## src/cdte_pkg.sv

```systemverilog
// -----------------------------------------------------------------------------
// cdte_pkg: civil date-time to epoch milliseconds, shared types and tables
// item and result layouts, calendar tables and constant-divide helpers
// -----------------------------------------------------------------------------
package cdte_pkg;

	typedef struct packed {
		logic signed [15:0] year;
		logic [3:0]         month;
		logic [4:0]         day;
		logic [4:0]         hour;
		logic [5:0]         minute;
		logic [5:0]         second;
		logic [29:0]        nanos;
	} dt_item_t;

	typedef struct packed {
		logic signed [50:0] stamp_ms;
		logic               status;
	} dt_result_t;

	localparam int unsigned DAYS_PER_ERA = 146097;
	localparam int unsigned EPOCH_SHIFT  = 719468;
	// whole eras added so that every year of the range becomes non-negative
	localparam int unsigned ERA_OFFSET   = 82;
	localparam int unsigned YEAR_BIAS    = ERA_OFFSET * 400;
	localparam int unsigned EPOCH_BIAS   = ERA_OFFSET * DAYS_PER_ERA + EPOCH_SHIFT;

	localparam logic [29:0] NANOS_MAX     = 30'd999999999;
	localparam logic [26:0] MS_PER_HOUR   = 27'd3600000;
	localparam logic [26:0] MS_PER_MINUTE = 27'd60000;
	localparam logic [26:0] MS_PER_SECOND = 27'd1000;
	localparam logic signed [27:0] MS_PER_DAY = 28'sd86400000;

	// nanos / 1e6 == (nanos >> 6) / 15625, done as multiply by reciprocal
	localparam logic [24:0] NS_RECIP = 25'd17592187;
	localparam int unsigned NS_SHIFT = 38;

	localparam logic [12:0] DIV25_RECIP = 13'd5243;
	localparam int unsigned DIV25_SHIFT = 17;

	// exact floor(x / 25) for any 15-bit x
	function automatic logic [10:0] div25(input logic [14:0] x);
		logic [27:0] p;
		p = 28'(x) * 28'(DIV25_RECIP);
		return p[27:DIV25_SHIFT];
	endfunction

	// days before the first of the month, in a year that starts in march
	function automatic logic [8:0] month_offset(input logic [3:0] m);
		logic [8:0] r;
		unique case (m)
			4'd1:    r = 9'd306;
			4'd2:    r = 9'd337;
			4'd3:    r = 9'd0;
			4'd4:    r = 9'd31;
			4'd5:    r = 9'd61;
			4'd6:    r = 9'd92;
			4'd7:    r = 9'd122;
			4'd8:    r = 9'd153;
			4'd9:    r = 9'd184;
			4'd10:   r = 9'd214;
			4'd11:   r = 9'd245;
			4'd12:   r = 9'd275;
			default: r = 9'd0;
		endcase
		return r;
	endfunction

	// month length, zero for a month number that means nothing
	function automatic logic [4:0] month_days(input logic [3:0] m, input logic leap);
		logic [4:0] r;
		unique case (m)
			4'd1, 4'd3, 4'd5, 4'd7, 4'd8, 4'd10, 4'd12: r = 5'd31;
			4'd4, 4'd6, 4'd9, 4'd11:                    r = 5'd30;
			4'd2:                                       r = leap ? 5'd29 : 5'd28;
			default:                                    r = 5'd0;
		endcase
		return r;
	endfunction

endpackage

```

## src/civil_datetime_to_epoch_millis.sv

```systemverilog
// -----------------------------------------------------------------------------
// civil_datetime_to_epoch_millis: proleptic gregorian date-time to epoch ms
// checks the fields of each item and converts valid ones with days-from-civil
// -----------------------------------------------------------------------------
//
//  channel   strobe / ready     payload              direction
//  -------   ---------------    -------------------  ---------
//  request   start / busy       item   (dt_item_t)   in
//  result    done               result (dt_result_t) out
//
//  one item per cycle: five register stages, no loop and no shared unit
//  busy is always low, the pipeline never holds an item back
//  results cannot be stalled, so every stage simply advances each cycle
//  arst_n clears the stage valid bits only; payload registers are not reset
//
module civil_datetime_to_epoch_millis (
	input  logic                  clk,
	input  logic                  arst_n,
	input  logic                  start,
	output logic                  busy,
	input  cdte_pkg::dt_item_t    item,
	output logic                  done,
	output cdte_pkg::dt_result_t  result
);

	// stage valid bits
	logic vld_s1, vld_s2, vld_s3, vld_s4, vld_s5;

	// -------------------------------------------------------------------------
	// stage 1: range checks, year bias, day of the march-based year
	// -------------------------------------------------------------------------
	logic        accept;
	logic [16:0] yr_d;           // year + 32800, same residue mod 400
	logic [16:0] yp_d;           // biased year, january and february count back
	logic        range_ok_d;

	assign busy   = 1'b0;
	assign accept = start && !busy;

	assign yr_d = {item.year[15], item.year} + 17'(cdte_pkg::YEAR_BIAS);
	assign yp_d = yr_d - 17'((item.month <= 4'd2) ? 1 : 0);

	assign range_ok_d = (item.month >= 4'd1) && (item.month <= 4'd12) &&
		(item.day != 5'd0) && (item.hour <= 5'd23) &&
		(item.minute <= 6'd59) && (item.second <= 6'd59) &&
		(item.nanos <= cdte_pkg::NANOS_MAX);

	logic [16:0] yr_s1, yp_s1;
	logic [3:0]  month_s1;
	logic [4:0]  day_s1;
	logic [8:0]  doy_s1;
	logic [4:0]  hour_s1;
	logic [5:0]  minute_s1, second_s1;
	logic [23:0] nanos_hi_s1;
	logic        ok_s1;

	always_ff @(posedge clk or negedge arst_n) begin
		if (!arst_n) begin
			vld_s1 <= 1'b0;
		end else begin
			vld_s1 <= accept;
		end
	end

	always_ff @(posedge clk) begin
		yr_s1       <= yr_d;
		yp_s1       <= yp_d;
		month_s1    <= item.month;
		day_s1      <= item.day;
		// a zero day wraps here, but the item is then flagged invalid
		doy_s1      <= cdte_pkg::month_offset(item.month) + 9'(item.day) - 9'd1;
		hour_s1     <= item.hour;
		minute_s1   <= item.minute;
		second_s1   <= item.second;
		nanos_hi_s1 <= item.nanos[29:6];
		ok_s1       <= range_ok_d;
	end

	// -------------------------------------------------------------------------
	// stage 2: multiplies by constants, each result registered
	// -------------------------------------------------------------------------
	logic [48:0] nanos_prod_d;

	assign nanos_prod_d = 49'(nanos_hi_s1) * 49'(cdte_pkg::NS_RECIP);

	logic [16:0] yr_s2, yp_s2;
	logic [3:0]  month_s2;
	logic [4:0]  day_s2;
	logic [8:0]  doy_s2;
	logic [24:0] y365_s2;
	logic [10:0] yp_q100_s2, yp_q400_s2;   // floor(yp/100), floor(yp/400)
	logic [10:0] yr_q100_s2, yr_q400_s2;   // for the leap-year test
	logic [26:0] hour_ms_s2, minute_ms_s2, second_ms_s2;
	logic [9:0]  nanos_ms_s2;
	logic        ok_s2;

	always_ff @(posedge clk or negedge arst_n) begin
		if (!arst_n) begin
			vld_s2 <= 1'b0;
		end else begin
			vld_s2 <= vld_s1;
		end
	end

	always_ff @(posedge clk) begin
		yr_s2        <= yr_s1;
		yp_s2        <= yp_s1;
		month_s2     <= month_s1;
		day_s2       <= day_s1;
		doy_s2       <= doy_s1;
		y365_s2      <= 25'(yp_s1) * 25'd365;
		yp_q100_s2   <= cdte_pkg::div25(yp_s1[16:2]);
		yp_q400_s2   <= cdte_pkg::div25(15'(yp_s1[16:4]));
		yr_q100_s2   <= cdte_pkg::div25(yr_s1[16:2]);
		yr_q400_s2   <= cdte_pkg::div25(15'(yr_s1[16:4]));
		hour_ms_s2   <= 27'(hour_s1) * cdte_pkg::MS_PER_HOUR;
		minute_ms_s2 <= 27'(minute_s1) * cdte_pkg::MS_PER_MINUTE;
		second_ms_s2 <= 27'(second_s1) * cdte_pkg::MS_PER_SECOND;
		// truncated nanos-to-millis, exact for every nanos up to the valid limit
		nanos_ms_s2  <= nanos_prod_d[cdte_pkg::NS_SHIFT+9:cdte_pkg::NS_SHIFT];
		ok_s2        <= ok_s1;
	end

	// -------------------------------------------------------------------------
	// stage 3: leap year and day check, day count, time of day
	// -------------------------------------------------------------------------
	logic        div4_d, div100_d, div400_d, leap_d;
	logic [4:0]  mlen_d;
	logic [25:0] days_w;
	logic [26:0] tod_d;

	// yr/100 exact when yr is a multiple of 4 and (yr>>2) is a multiple of 25
	assign div4_d   = (yr_s2[1:0] == 2'd0);
	assign div100_d = div4_d && (16'(yr_s2[16:2]) == 16'(yr_q100_s2) * 16'd25);
	assign div400_d = (yr_s2[3:0] == 4'd0) &&
		(16'(yr_s2[16:4]) == 16'(yr_q400_s2) * 16'd25);
	assign leap_d   = div4_d && (!div100_d || div400_d);
	assign mlen_d   = cdte_pkg::month_days(month_s2, leap_d);

	// days since the epoch for a non-negative year: eras cancel exactly
	assign days_w = 26'(y365_s2) + 26'(yp_s2[16:2]) - 26'(yp_q100_s2) +
		26'(yp_q400_s2) + 26'(doy_s2) - 26'(cdte_pkg::EPOCH_BIAS);

	assign tod_d = hour_ms_s2 + minute_ms_s2 + second_ms_s2 + 27'(nanos_ms_s2);

	logic signed [24:0] days_s3;
	logic [26:0]        tod_s3;
	logic               ok_s3;
	logic [3:0]         month_s3;

	always_ff @(posedge clk or negedge arst_n) begin
		if (!arst_n) begin
			vld_s3 <= 1'b0;
		end else begin
			vld_s3 <= vld_s2;
		end
	end

	always_ff @(posedge clk) begin
		days_s3  <= signed'(days_w[24:0]);
		tod_s3   <= tod_d;
		ok_s3    <= ok_s2 && (day_s2 <= mlen_d);
		month_s3 <= month_s2;
	end

	// -------------------------------------------------------------------------
	// stage 4: days to milliseconds
	// -------------------------------------------------------------------------
	logic signed [51:0] day_ms_s4;
	logic [26:0]        tod_s4;
	logic               ok_s4;

	always_ff @(posedge clk or negedge arst_n) begin
		if (!arst_n) begin
			vld_s4 <= 1'b0;
		end else begin
			vld_s4 <= vld_s3;
		end
	end

	always_ff @(posedge clk) begin
		day_ms_s4 <= 52'(days_s3) * 52'(cdte_pkg::MS_PER_DAY);
		tod_s4    <= tod_s3;
		ok_s4     <= ok_s3;
	end

	// -------------------------------------------------------------------------
	// stage 5: final sum, invalid items give zero and status set
	// -------------------------------------------------------------------------
	logic [51:0]          millis_d;
	cdte_pkg::dt_result_t result_s5;

	assign millis_d = unsigned'(day_ms_s4) + 52'(tod_s4);

	always_ff @(posedge clk or negedge arst_n) begin
		if (!arst_n) begin
			vld_s5 <= 1'b0;
		end else begin
			vld_s5 <= vld_s4;
		end
	end

	always_ff @(posedge clk) begin
		result_s5.stamp_ms <= ok_s4 ? signed'(millis_d[50:0]) : 51'sd0;
		result_s5.status   <= !ok_s4;
	end

	assign done   = vld_s5;
	assign result = result_s5;

	// -------------------------------------------------------------------------
	// assertions
	// -------------------------------------------------------------------------
	// every accepted item gives exactly one result strobe
	a_latency: assert property (@(posedge clk) disable iff (!arst_n)
		vld_s5 == $past(accept, 5))
		else $error("result strobe does not match accepted items");

	// an invalid item carries a zero timestamp
	a_invalid_zero: assert property (@(posedge clk) disable iff (!arst_n)
		done && result.status |-> result.stamp_ms == 51'sd0)
		else $error("invalid item with nonzero timestamp");

	// a valid conversion never comes from a month number outside the year
	a_month_range: assert property (@(posedge clk) disable iff (!arst_n)
		vld_s3 && ok_s3 |-> (month_s3 >= 4'd1) && (month_s3 <= 4'd12))
		else $error("valid flag set for a bad month");

	// the day count of a valid item stays inside the supported year range
	a_day_range: assert property (@(posedge clk) disable iff (!arst_n)
		vld_s4 && ok_s4 |-> (day_ms_s4 < 52'sd1100000000000000) &&
			(day_ms_s4 > -52'sd1100000000000000))
		else $error("day count out of range");

endmodule

```

## config.mk

```make
export PLATFORM = sky130hd
export DESIGN_NAME = civil_datetime_to_epoch_millis
export DESIGN_NICKNAME = d
export VERILOG_FILES = /design/src/cdte_pkg.sv /design/src/civil_datetime_to_epoch_millis.sv
export SDC_FILE = /design/constraint.sdc
export NUM_CORES = 2
export LEC_CHECK = 0
export BUFFER_PORTS_ARGS = -buffer_cell sky130_fd_sc_hd__buf_2
export CAP_MARGIN = 20
export CORE_MARGIN = 2
export CORE_UTILIZATION = 66
export CTS_CLUSTER_SIZE = 25
export DETAILED_ROUTE_END_ITERATION = 10
export HOLD_SLACK_MARGIN = 0.12
export PLACE_DENSITY = 0.81
export SETUP_SLACK_MARGIN = 0.02
export SLEW_MARGIN = 20
export SYNTH_ARGS = -nofsm -noshare
export SYNTH_HDL_FRONTEND = slang
export SYNTH_SLANG_ARGS = --single-unit
```

## constraint.sdc

```tcl
create_clock -name clk -period 8.9 [get_ports clk]
set_input_delay 1.78 -clock clk [delete_from_list [all_inputs] [get_ports clk]]
set_output_delay 1.78 -clock clk [all_outputs]
set_load 0.005 [all_outputs]
```

Word-level counts from Yosys, hierarchy flattened
Memory sizes are Yosys's and may differ from the RTL's.
Index checks and enable logic that the tools add are counted.
- equality and inequality tests: 14
- reductions and logical operators: 18
- mux-type cells: 3
- order comparisons: 8
- $mul: 12
- add/sub/neg operators: 13
- operators with widths (kind ; number):
    15-bit by 13-bit multiplier with 28-bit output, second input constant ; 2
    13-bit by 13-bit multiplier with 26-bit output, second input constant ; 2
    51-bit by 27-bit adder with 51-bit output ; 1
    25-bit by 9-bit adder with 25-bit output ; 2
    24-bit by 25-bit multiplier with 48-bit output, second input constant ; 1
    25-bit by 18-bit multiplier with 41-bit output, second input constant ; 1
    30-bit less-or-equal comparator, second input constant ; 1
    27-bit by 10-bit adder with 27-bit output ; 1
    27-bit by 16-bit adder with 27-bit output ; 1
    27-bit by 22-bit adder with 27-bit output ; 1
    25-bit by 15-bit adder with 25-bit output ; 1
    17-bit by 9-bit multiplier with 25-bit output, second input constant ; 1
    25-bit by 11-bit subtractor with 25-bit output ; 1
    25-bit by 24-bit subtractor with 25-bit output, second input constant ; 1
    4-bit equality test, second input constant ; 5
    5-bit by 15-bit multiplier with 20-bit output, second input constant ; 1
    17-bit by 16-bit adder with 17-bit output, second input constant ; 1
    6-bit by 11-bit multiplier with 17-bit output, second input constant ; 1
    17-bit by 1-bit subtractor with 17-bit output ; 1
    15-bit by 16-bit equality test with 1-bit output ; 1
    4-bit by 3-bit equality test with 1-bit output, second input constant ; 4
    11-bit by 5-bit multiplier with 16-bit output, second input constant ; 1
    5-bit one-hot mux with 3 select lines ; 1
    13-bit by 14-bit equality test with 1-bit output ; 1
    other kinds (21) ; 34
- word-level logic and storage cells: 107
- input bits: 75
- memories kept: 1
- memory bits (read-only): 144
- output and inout port bits: 54
- register bits after elaboration: 451
- memories (memory ; words ; width ; rd ports ; clocked after memory_dff ; write ports ; RTL line ; text):
    (name not given) ; 16 ; 9 ; 1 ; 0 ; 0 ; cdte_pkg.sv:52 ; unique case (m)

Logic depth before layout (Yosys ltp)
- depth after elaboration: 10
- mapped depth: 25
- mapped depth without buffers: 25

Least setup slack after synthesis
No wires, ideal clock.
- path kind: register to register
- from: register nanos_hi_s1[21]
- to: register nanos_ms_s2[8]
- path buffers: 0
- period minus slack after synthesis: 6.042 ns
- path slack: 2.858 ns
- stages on the path, launching flop included: 22
- library setup time: 0.072 ns
- data required time: 8.828 ns
- arrival: 5.970 ns
- cell sequence: dfxtp_1 > fa_1 > inv_1 > fa_1 > inv_1 > fa_1 > fa_1 > fa_1 > fa_1 > inv_1 > fa_1 > inv_1 > ha_1 > a21oi_1 > o21ai_0 > nor4_1 > o311ai_1 > a221oi_2 > o41ai_2 > a211o_1 > a21oi_2 > xnor2_1
- word-level cells in the longest chain between the ends: 1
- ends and longest elaborated chain (element ; RTL line ; text):
    start, declared ; civil_datetime_to_epoch_millis.sv:54 ; logic [23:0] nanos_hi_s1;
    start signal, assigned ; civil_datetime_to_epoch_millis.sv:75 ; nanos_hi_s1 <= item.nanos[29:6];
    24-bit by 25-bit multiplier with 48-bit output ; civil_datetime_to_epoch_millis.sv:84 ; assign nanos_prod_d = 49'(nanos_hi_s1) * 49'(cdte_pkg::NS_RECIP);
    named net nanos_prod_d[46] ; civil_datetime_to_epoch_millis.sv:82 ; logic [48:0] nanos_prod_d;
    end signal, assigned ; civil_datetime_to_epoch_millis.sv:120 ; nanos_ms_s2 <= nanos_prod_d[cdte_pkg::NS_SHIFT+9:cdte_pkg::NS_SHIFT];
    end, declared ; civil_datetime_to_epoch_millis.sv:94 ; logic [9:0] nanos_ms_s2;
The timed path passes the listed nets, and every way through them passes these cells.
A chain may end at the register's enable or synchronous reset.

Worst setup path in the final report
- from: register nanos_hi_s1[6]
- to: register nanos_ms_s2[8]
The elaborated chain is that of the path after synthesis.

==> impl_metrics.json <==
{
  "setup_slack_ps": 2100,
  "grt_setup_unrepaired": "false",
  "skew_ps": 33.5,
  "cts_hold_buf": 0,
  "max-cap-violations": 0,
  "drive_above_1_share_pct": 5.02,
  "fillers": 5394,
  "cp.required_ps": 9430,
  "reg2reg_to": "nanos_ms_s2[8]",
  "cts_tree": "done",
  "synth_ff_type": "dfxtp_1",
  "pre_cts_ws_ps": 2070,
  "dr.pass1.iters": 7,
  "yosys.area_share.xor_xnor_pct": 5.20,
  "start_kind": "register",
  "met1_usage_pct": 39.5,
  "first_global_vias": 35500,
  "netlist_area_um2": 49700,
  "wl_mm": 108,
  "synth-compound-area-share_pct": 8.47,
  "numCtsBuffers": 51,
  "cts_buffer_depth": 3,
  "crit_start": "nanos_hi_s1[6]",
  "finalCriticalPeriod_ps": 6800,
  "yosys_warnings": 0,
  "first_iter_violations": 1626,
  "finalSetupViolCount": 0,
  "hold_ws_ps": 305,
  "io_buffer_count": 127,
  "synth-adder-area-share_pct": 52.7,
  "grt_max_degree": 34,
  "top_usage_layer": "met2",
  "synth.avg_cell_area_um2": 10.1,
  "synth_cells": 4910,
  "r2r_start": "nanos_hi_s1[6]",
  "cts_resized": 0,
  "vias": 33100,
  "row_count": 100,
  "die_h_um": 278,
  "die_w_um": 278,
  "h-tree-depth": 2,
  "final_antenna_net_count": 0,
  "grtUsageMet3_pct": 3.62,
  "run_status": "complete, no violations",
  "whs_path_depth": 0,
  "synth-simple-area-share_pct": 5.62,
  "cp-end-kind": "register",
  "clock_latency_ps": 630,
  "hold_viol": 0,
  "cp_max_fo": 6,
  "clkSlewWorstSetupHoldPaths_ps": 70,
  "tns_ps": 0,
  "io_pins": 129,
  "cts_root_buf": "clkbuf_16",
  "grt_util_met2_pct": 50.1,
  "layout.nets": 6816,
  "worstSetupPathType": "register to register",
  "syn_nets": 6669,
  "grt_usage_pct": 29.2,
  "start_util_pct": 66.7,
  "hold_path.class": "register to register",
  "numClockSinks": 449,
  "synth-seq-cells": 449,
  "synth_edf_count": 0,
  "reg2regPathDepth": 21,
  "antenna_found_initial": 9,
  "critPathCapture": "nanos_ms_s2[8]",
  "grt_pass1_wl_mm": 181,
  "fin_crit_sh_pct": 76.4,
  "wl_per_cell_um": 17.8,
  "gr-total-overflow": 0,
  "final_util_pct": 71.3,
  "cts_setup_buffers": 0,
  "async_flop_share_pct": 1.11,
  "gp_congestion": 0.947,
  "dp_hpwl_mm": 91.8,
  "design.die.area_um2": 77600,
  "rrSetupSlack_ps": 2100,
  "remaining_drc_errors": 0,
  "synth-seq-area-share_pct": 18.1,
  "synthMuxAreaShare_pct": 0.181,
  "fmax_ghz": 0.147,
  "syn_to_final_growth_pct": 6.93,
  "drv_slew": 0,
  "worstMarginPinSlew_ps": 937,
  "cp.arrival_ps": 7330,
  "worst_slew_margin_rel_pct": 37.5,
  "core-area_um2": 74600,
  "synth_top_family_by_area": "adder cells",
  "synthDistinctLibCells": 81,
  "avgViaCountPerCell": 5.44
}
layout make-up:
| class | instances | area, um^2 | area share (%) |
|---|---|---|---|
| Clock inverter | 24 | 285 | 0.536 |
| Multi-Input combinational cell | 3182 | 35900 | 67.5 |
| Sequential cell | 449 | 9010 | 17.0 |
| Timing Repair Buffer | 129 | 651 | 1.22 |
| Clock buffer | 72 | 1430 | 2.68 |
| Antenna cell | 4 | 10.0 | 0.0188 |
| Tap cell | 969 | 1210 | 2.28 |
| Inverter | 1244 | 4670 | 8.78 |
synth_stat cells, types with 6 or more instances:
cell type	n	share of area, %
a31oi_1	28	0.35
clkbuf_1	29	0.22
o21a_1	36	0.54
nand2b_1	29	0.36
nor2_1	133	1.0
o211ai_1	12	0.18
fa_1	686	28
o311ai_0	8	0.14
xor2_1	100	1.8
a21boi_0	10	0.15
inv_1	1244	9.4
nor4_1	11	0.14
a2111oi_0	6	0.11
o21ai_0	112	1.1
and4_1	6	0.11
nor3_1	46	0.46
or3_1	20	0.25
mux2i_1	9	0.18
and2_1	24	0.30
ha_1	998	25
nand4_1	35	0.44
a211oi_1	20	0.30
or4_1	6	0.091
nand3_1	38	0.38
o21bai_1	41	0.62
nor2b_1	24	0.30
a21o_1	78	1.2
o21ai_1	9	0.091
or2_2	17	0.21
a21oi_1	190	1.9
dfxtp_1	444	18
o41ai_1	7	0.12
o31ai_1	9	0.14
xnor2_1	195	3.4
nand2_1	116	0.88
a221oi_1	9	0.16
and3_1	30	0.38
a31o_2	7	0.12
per-stage QoR:
stage,instances,instance area (um^2)
2_1_floorplan,4910,49700
3_3_place_gp,5973,51500
3_5_place_dp,5973,51500
4_1_cts,6069,53200
5_1_grt,6069,53200
6_report,6073,53200
how the worst min path moves through the flow:
stage                           from    endpoint
final                      day_s1[2]   day_s2[2]
after CTS                  doy_s1[5]   doy_s2[5]
after detailed placement  tod_s3[11]  tod_s4[11]
after floorplan            day_s1[0]   day_s2[0]
after global routing       doy_s1[5]   doy_s2[5]
after global placement     day_s1[3]   day_s2[3]
worst max-delay path: stages (launching register included):
cell,delay (ps)
dfxtp_1,470
inv_1,100
fa_1,660
fa_1,500
fa_1,550
inv_1,40
ha_1,200
fa_1,490
fa_1,500
inv_1,60
fa_1,540
inv_1,50
ha_1,290
nand4_1,90
a211oi_1,60
a221oi_1,660
o311ai_1,220
a221oi_2,410
o41ai_2,190
a211o_1,330
a21oi_2,160
xnor2_1,110
sequential cells by signal, indices dropped and copies added (netlist names), 20 cells and up:
name         count
result          52
tod_s4          27
y365_s2         25
day_ms_s4       41
nanos_hi_s1     24
hour_ms_s2      20
days_s3         25
tod_s3          27
logic make-up (layout without fill, tap and decap cells):
kind of cell / after synthesis / in the layout
other: 1 / 5
buffers and inverters: 1279 / 1469
adders and majority gates: 1684 / 1684
and+or+nand+nor: 553 / 553
muxes: 9 / 9
DFF: 449 / 449
xor gates and xnor gates: 295 / 295
AOI/OAI and AO/OA: 640 / 640
placed cells by master, fill, tap and decap left out, drive strengths merged, types with 78 or more instances in the layout:
master	netlist	routed
nand2	116	116
xor2	100	100
buf	6	129
inv	1244	1246
dfxtp	444	444
fa	686	686
xnor2	195	195
nor2	133	133
a21o	78	78
a21oi	192	192
o21ai	121	121
ha	998	998
metal layers:
metal / wire (um) / vias up
met2: 51700 / 759
met1: 48700 / 16100
met3: 5180 / 167
met4: 2550 / 6
met5: 40 / -
li1: - / 16000
Power is left out: the tool's default activity adds up to more than one toggle a clock period on the data nets, which glitch-free logic cannot reach.
